$ cat src/sliding_window_median_defines.svh
// Assertion macros shared by the sliding window median RTL.
// Expects clk and rst_n in the scope of each use.
`ifndef SLIDING_WINDOW_MEDIAN_DEFINES_SVH
`define SLIDING_WINDOW_MEDIAN_DEFINES_SVH

// same-cycle implication
`define SWM_ASSERT_IMP(lbl, ante, cons) \
  lbl: assert property (@(posedge clk) disable iff (!rst_n) (ante) |-> (cons)) \
    else $error("sliding window median: same-cycle check failed");

// next-cycle implication
`define SWM_ASSERT_NXT(lbl, ante, cons) \
  lbl: assert property (@(posedge clk) disable iff (!rst_n) (ante) |=> (cons)) \
    else $error("sliding window median: next-cycle check failed");

`endif

$ cat src/swm_pkg.sv
// Package for the sliding window median filter: sizes, cell types and
// the window length clamp. No dependencies.
package swm_pkg;

  localparam int MAX_WINDOW   = 16;
  localparam int SAMPLE_WIDTH = 16;
  localparam int OUT_W        = SAMPLE_WIDTH + 1;
  localparam int CFG_W        = 5;
  localparam int IDX_W        = $clog2(MAX_WINDOW);
  localparam int CNT_W        = $clog2(MAX_WINDOW + 1);
  localparam int AGE_W        = IDX_W;
  localparam logic [CFG_W-1:0] WIN_RESET = CFG_W'(3);

  typedef logic signed [SAMPLE_WIDTH-1:0] sample_t;

  typedef struct packed {
    logic             valid;
    logic [AGE_W-1:0] age;
    sample_t          value;
  } cell_ent_t;

  typedef struct packed {
    cell_ent_t ent;
    logic      gt;
  } cell_link_t;

  typedef struct packed {
    logic             step;
    logic             clean;
    logic             first;
    sample_t          sample;
    logic [CNT_W-1:0] win;
  } cell_ctrl_t;

  function automatic logic [CNT_W-1:0] eff_window(input logic [CFG_W-1:0] cfg);
    logic [CNT_W-1:0] w;
    if (cfg == '0) begin
      w = CNT_W'(1);
    end else if (int'(cfg) > MAX_WINDOW) begin
      w = CNT_W'(MAX_WINDOW);
    end else begin
      w = CNT_W'(cfg);
    end
    return w;
  endfunction

endpackage

$ cat src/swm_cell.sv
// One slot of the sorted window: value, age and valid bit.
// Drops, compacts and inserts using its neighbors only. Uses swm_pkg.
module swm_cell import swm_pkg::*; (
  input  logic       clk,
  input  logic       rst_n,
  input  cell_ctrl_t ctrl,
  input  cell_link_t left_link,
  input  cell_ent_t  right_ent,
  input  logic       del_in,
  output cell_ent_t  ent_q,
  output cell_ent_t  ent_nxt,
  output cell_link_t link_out,
  output logic       del_out
);

  logic             valid_r;
  logic [AGE_W-1:0] age_r;
  sample_t          value_r;
  logic [CNT_W-1:0] age_x;
  logic [CNT_W-1:0] age_inc;
  logic             del_here;
  logic             shift;
  logic             take_left;
  logic             take_new;
  cell_ent_t        cmp_ent;

  assign ent_q = '{valid: valid_r, age: age_r, value: value_r};

  always_comb begin
    age_x    = CNT_W'(age_r);
    age_inc  = age_x + CNT_W'(1);
    del_here = valid_r & (ctrl.clean ? (age_x >= ctrl.win) : (age_inc >= ctrl.win));
    shift    = del_in | del_here;
    cmp_ent  = shift ? right_ent : ent_q;
    if (ctrl.first) begin
      cmp_ent.valid = 1'b0;
    end
    if (ctrl.step) begin
      cmp_ent.age = cmp_ent.age + AGE_W'(1);
    end
    link_out.ent = cmp_ent;
    link_out.gt  = cmp_ent.valid & ($signed(cmp_ent.value) > $signed(ctrl.sample));
    take_left = left_link.ent.valid & left_link.gt;
    take_new  = ~take_left & left_link.ent.valid & (link_out.gt | ~cmp_ent.valid);
    ent_nxt = cmp_ent;
    if (ctrl.step) begin
      if (take_left) begin
        ent_nxt = left_link.ent;
      end else if (take_new) begin
        ent_nxt = '{valid: 1'b1, age: '0, value: ctrl.sample};
      end
    end
    del_out = shift;
  end

  always_ff @(posedge clk) begin
    if (!rst_n) begin
      valid_r <= 1'b0;
    end else if (ctrl.step | ctrl.clean) begin
      valid_r <= ent_nxt.valid;
    end
  end

  always_ff @(posedge clk) begin
    if (ctrl.step | ctrl.clean) begin
      age_r   <= ent_nxt.age;
      value_r <= ent_nxt.value;
    end
  end

endmodule

$ cat src/sliding_window_median.sv
// A transfer updates the cells and pend_r; median_r then registers out_median_x2.
// Throughput: one sample per cycle unless in_stall; cells update on step or clean.
// A shortening window_size write stalls input until no stale entry remains.
// An output stall backs up into in_stall only while a second result is waiting.
// Reset (rst_n, synchronous): window empty, no result pending, window_size 3.
`include "sliding_window_median_defines.svh"
module sliding_window_median import swm_pkg::*; (
  input  logic                    clk,
  input  logic                    rst_n,
  input  logic                    in_valid,
  output logic                    in_stall,
  input  logic signed [SAMPLE_WIDTH-1:0] in_sample,
  input  logic                    in_first,
  output logic                    out_valid,
  input  logic                    out_stall,
  output logic signed [OUT_W-1:0] out_median_x2,
  input  logic                    cfg_valid,
  output logic                    cfg_ready,
  input  logic [CFG_W-1:0]        cfg_window_size
);

  logic [CFG_W-1:0]        win_cfg_r;
  logic [CNT_W-1:0]        win;
  cell_ctrl_t              ctrl;
  cell_ent_t               ent_q   [MAX_WINDOW+1];
  cell_ent_t               ent_nxt [MAX_WINDOW];
  cell_link_t              link    [MAX_WINDOW+1];
  logic [MAX_WINDOW:0]     del_chain;
  logic [MAX_WINDOW:0]     valid_vec;
  logic [MAX_WINDOW:0]     valid_nxt_vec;
  logic                    dirty;
  logic                    step;
  logic                    emit;
  logic                    pend_r;
  logic                    pend_nxt;
  logic                    ld;
  logic                    out_valid_r;
  logic                    out_valid_nxt;
  logic signed [OUT_W-1:0] median_r;
  logic signed [OUT_W-1:0] median_nxt;
  logic [IDX_W-1:0]        lo_idx;
  logic [IDX_W-1:0]        hi_idx;
  logic [CNT_W-1:0]        win_m1;

  assign cfg_ready = 1'b1;
  assign win       = eff_window(win_cfg_r);

  always_ff @(posedge clk) begin
    if (!rst_n) begin
      win_cfg_r <= WIN_RESET;
    end else if (cfg_valid && cfg_ready) begin
      win_cfg_r <= cfg_window_size;
    end
  end

  always_comb begin
    dirty         = 1'b0;
    valid_vec     = '0;
    valid_nxt_vec = '0;
    for (int j = 0; j < MAX_WINDOW; j++) begin
      dirty            = dirty | (ent_q[j].valid & (CNT_W'(ent_q[j].age) >= win));
      valid_vec[j]     = ent_q[j].valid;
      valid_nxt_vec[j] = ent_nxt[j].valid;
    end
  end

  assign in_stall = dirty | (pend_r & out_valid_r & out_stall);
  assign step     = in_valid & ~in_stall;

  always_comb begin
    ctrl.step   = step;
    ctrl.clean  = dirty;
    ctrl.first  = step & in_first;
    ctrl.sample = in_sample;
    ctrl.win    = win;
  end

  assign ent_q[MAX_WINDOW] = '0;
  assign link[0]           = '{ent: '{valid: 1'b1, age: '0, value: '0}, gt: 1'b0};
  assign del_chain[0]      = 1'b0;

  for (genvar j = 0; j < MAX_WINDOW; j++) begin : g_cell
    swm_cell u_cell (
      .clk      (clk),
      .rst_n    (rst_n),
      .ctrl     (ctrl),
      .left_link(link[j]),
      .right_ent(ent_q[j+1]),
      .del_in   (del_chain[j]),
      .ent_q    (ent_q[j]),
      .ent_nxt  (ent_nxt[j]),
      .link_out (link[j+1]),
      .del_out  (del_chain[j+1])
    );
  end

  // the window holds exactly win entries after this transfer
  assign win_m1 = win - CNT_W'(1);
  assign emit   = valid_nxt_vec[win_m1] & ~valid_nxt_vec[win];

  assign ld            = pend_r & (~out_valid_r | ~out_stall);
  assign pend_nxt      = (step & emit) | (pend_r & ~ld);
  assign out_valid_nxt = ld | (out_valid_r & out_stall);

  assign lo_idx     = IDX_W'(win_m1 >> 1);
  assign hi_idx     = IDX_W'(win >> 1);
  assign median_nxt = OUT_W'($signed(ent_q[lo_idx].value)) + OUT_W'($signed(ent_q[hi_idx].value));

  always_ff @(posedge clk) begin
    if (!rst_n) begin
      pend_r      <= 1'b0;
      out_valid_r <= 1'b0;
    end else begin
      pend_r      <= pend_nxt;
      out_valid_r <= out_valid_nxt;
    end
  end

  always_ff @(posedge clk) begin
    if (ld) begin
      median_r <= median_nxt;
    end
  end

  assign out_valid     = out_valid_r;
  assign out_median_x2 = median_r;

  `SWM_ASSERT_IMP(a_valid_prefix, 1'b1, (valid_vec & (valid_vec + (MAX_WINDOW+1)'(1))) == '0)
  `SWM_ASSERT_IMP(a_fill_bound, !dirty, $countones(valid_vec) <= int'(win))
  `SWM_ASSERT_IMP(a_clean_drops, dirty, del_chain[MAX_WINDOW])
  `SWM_ASSERT_IMP(a_no_overflow, step, !link[MAX_WINDOW].ent.valid)
  `SWM_ASSERT_NXT(a_pend_held, pend_r && out_valid_r && out_stall, pend_r)

endmodule
$ cat config.mk
export PLATFORM = sky130hd
export DESIGN_NAME = sliding_window_median
export DESIGN_NICKNAME = d
export VERILOG_FILES = /design/src/swm_pkg.sv /design/src/swm_cell.sv /design/src/sliding_window_median.sv
export VERILOG_INCLUDE_DIRS = /design/src /design/src/src
export SDC_FILE = /design/constraint.sdc
export NUM_CORES = 2
export LEC_CHECK = 0
export BUFFER_PORTS_ARGS = -buffer_cell sky130_fd_sc_hd__clkbuf_2
export CAP_MARGIN = 40
export CORE_MARGIN = 2
export CORE_UTILIZATION = 65
export CTS_CLUSTER_SIZE = 24
export DETAILED_ROUTE_END_ITERATION = 8
export PLACE_DENSITY = 0.82
export SYNTH_ARGS = -nofsm -noshare
export SYNTH_HDL_FRONTEND = slang
export SYNTH_SLANG_ARGS = --single-unit
$ cat constraint.sdc
create_clock -name clk -period 27.7 [get_ports clk]
set_input_delay 5.54 -clock clk [delete_from_list [all_inputs] [get_ports clk]]
set_output_delay 5.54 -clock clk [all_outputs]
set_load 0.01 [all_outputs]
==> results by group <==
Clock tree
  – Postcts setup bufs: 0
  – Hold buffers post-CTS: 0
  – Clock latency on the worst-skew pair: 0.60 ns
  – H-tree depth: 2
  – Clock Path Buffers: 3
  – Clock slew at reported path FFs: 0.06 ns
  – Root Driver: clkbuf_16
  – CTS tree: built
  – TritonCTS buffer count: 45
  – CTS resizes: 0
  – CTS sink cnt: 360

Yosys
  – Syn Nets: 4,239
  – Synth Register Bits: 360
  – Top FF cell, synth: edfxtp_1
  – Area leader, netlist: edfxtp_1
  – Mapped Cells: 3,746
  – Asr flop ratio synth: 0
  – Post-synth top cells: 465 x ha_1, 337 x edfxtp_1, 329 x inv_1
  – Avg Cell Area, Syn: 9.62 sq um
  – Synth warn: 0
  – Mapped cell area: 0.0360 sq mm
  – Top cells by area, synth: edfxtp_1 28%, ha_1 16%, mux2i_1 7.3%
  – Sequential share of the synthesized area: 0.294
  – Number of distinct library cells after synthesis: 95
  – Most frequent cell after synthesis: ha_1
  – Area fraction of the dominant cell type after synthesis: 0.281
  – EDFF count, synth: 337

STA
  – RSZ-0062 raised after global routing: no
  – Post-route setup TNS: 0 ns
  – Final hold viol count: 0
  – Fmax: 0.0861 GHz
  – Setup violators final: 0
  – Tcrit/Tclk final: 0.419
  – Minimum clock period: 11.61 ns
  – Hold_ws: 0.496 ns
  – Clock Skews: 0.0218 ns
  – Max Slew Vio Count: 0
  – Normalized max-slew margin: 0.252
  – Worst slew pin tran: 1.12 ns

Floorplan
  – Initial Util: 0.655
  – I/O pin count: 47
  – Std cell rows: 86
  – Die area: 0.0573 sq mm
  – Die width: 239 um
  – Die Y: 239 um
  – Placeable Area: 0.0550 sq mm

Placement
  – Input/output buffers: 45
  – Dpl hpwl: 79,200 um
  – Routability cong.: 1.01

Critical path
  – R2r worst-path depth: 31
  – Required time of the critical path: 22.16 ns
  – Worst r2r src: win_cfg_r[4]
  – FF-to-FF End: g_cell[13].u_cell.value_r[10]
  – Worst Path Arrival: 6.07 ns
  – Reg2reg setup slack: 17.19 ns
  – Startpoint types: primary input
  – Largest fanout on the critical path: 5
  – Crit. End Element: output pin
  – Setup CP Type: primary input to output pin

Global routing
  – Overflow after GRT: 0
  – Vias in the first global route: 30,900
  – All-Layer GR Usage: 0.375
  – Largest net degree at the start of global routing: 161
  – Initial antenna violation count: 1
  – First-pass GRT wire length: 170,000 um

Min path
  – Hold EP: out_valid
  – Hold Startpoint: pend_r
  – Hold Crit Class: flop to flop
  – Hold depth: 2

Status
  – Violated checks: DRC
  – Status: finished, violations left

Drt
  – Routed len/inst: 24.1 um
  – Routed Antenna Nets: 0
  – Total number of vias: 31,700
  – Vias per cell: 7.06
  – Total Wirelength: 108,000 um
  – Post-route DRC violation count: 1
  – DRT Pass-1 Iters: 9
  – Initial DRC Count: 3,932

Finish
  – Nets: 4,209
  – Layout cells sized above 1: 0.108
  – N_diodes: 0
  – Area grow syn2layout: 7.19%
  – Fillers: 4,160

Run
  – Max cap viols: 0
through the flow:
step / cell area, sq um / worst slack [ns] / util / cells
after floorplan: 36000 / 11.42 / - / 3746
after global placement: 37100 / 16.10 / 0.675 / 4410
after detailed placement: 37200 / 16.08 / 0.677 / 4416
after CTS: 38600 / 16.07 / 0.702 / 4496
after global routing: 38600 / 16.03 / 0.702 / 4497
final: 38600 / 16.09 / 0.702 / 4497
how the worst max path moves through the flow:
stage               from                   endpoint  slack (ns)  depth (start not counted)
6_report       out_stall                   in_stall       16.09                          4
5_1_grt        out_stall                   in_stall       16.03                          4
4_1_cts        out_stall                   in_stall       16.07                          4
3_5_place_dp   out_stall                   in_stall       16.08                          4
3_3_place_gp   out_stall                   in_stall       16.10                          4
2_1_floorplan  out_stall  g_cell[13].u_cell.valid_r       11.42                          8
layout by cell type, fill, tap and decap left out, types with 96 or more instances in the layout:
cell	instances
edfxtp_1	337
a22oi_1	116
ha_1	464
nor2_1	203
nand2_1	230
a21oi_1	188
mux2i_1	261
o21ai_0	143
mux4_2	96
inv_1	329
cell families (layout without fill, tap and decap cells):
logic type | Yosys count | after routing | synth area share
compound gates | 1044 | 1044 | 0.200
simple gates | 826 | 826 | 0.113
buf+inv | 545 | 548 | 0.0579
fa+ha+maj | 466 | 466 | 0.162
mux | 427 | 427 | 0.154
flops | 360 | 360 | 0.294
xor+xnor | 77 | 77 | 0.0187
other cells | 1 | 1 | 0.000104
layer usage:
metal  track usage  part of all wire  wire [um]  up-vias
met1         0.502              0.40      43200    15100
met2         0.598              0.45      49100     1861
met5             0           0.00014         15        -
li1              -                 -          -    14400
met4         0.185             0.051       5530        2
met3        0.0552             0.096      10400      396
worst max-delay path: stages:
cell,delay (ns)
clkbuf_2,0.11
nand3_1,0.17
nand2_1,0.12
clkbuf_2,0.13
flip-flops by register name, summed over array words and instances (netlist names):
| register | flops |
|---|---|
| g_cell.u_cell.age_r | 64 |
| g_cell.u_cell.valid_r | 16 |
| g_cell.u_cell.value_r | 256 |
| out_median_x2 | 17 |
| out_valid | 1 |
| pend_r | 1 |
| win_cfg_r | 5 |
layout make-up:
type | count | area (sq um) | share of cell area
timing repair buffer | 133 | 960 | 0.0248
multi-input combinational | 2841 | 23500 | 0.608
sequential | 360 | 10600 | 0.274
clock buffer | 66 | 1260 | 0.0326
tap | 748 | 936 | 0.0242
inverter | 335 | 1260 | 0.0328
clock inverter | 14 | 138 | 0.00356
Power is not shown: default switching activity piles up to over one toggle a cycle in this logic, so the estimate is an artifact.
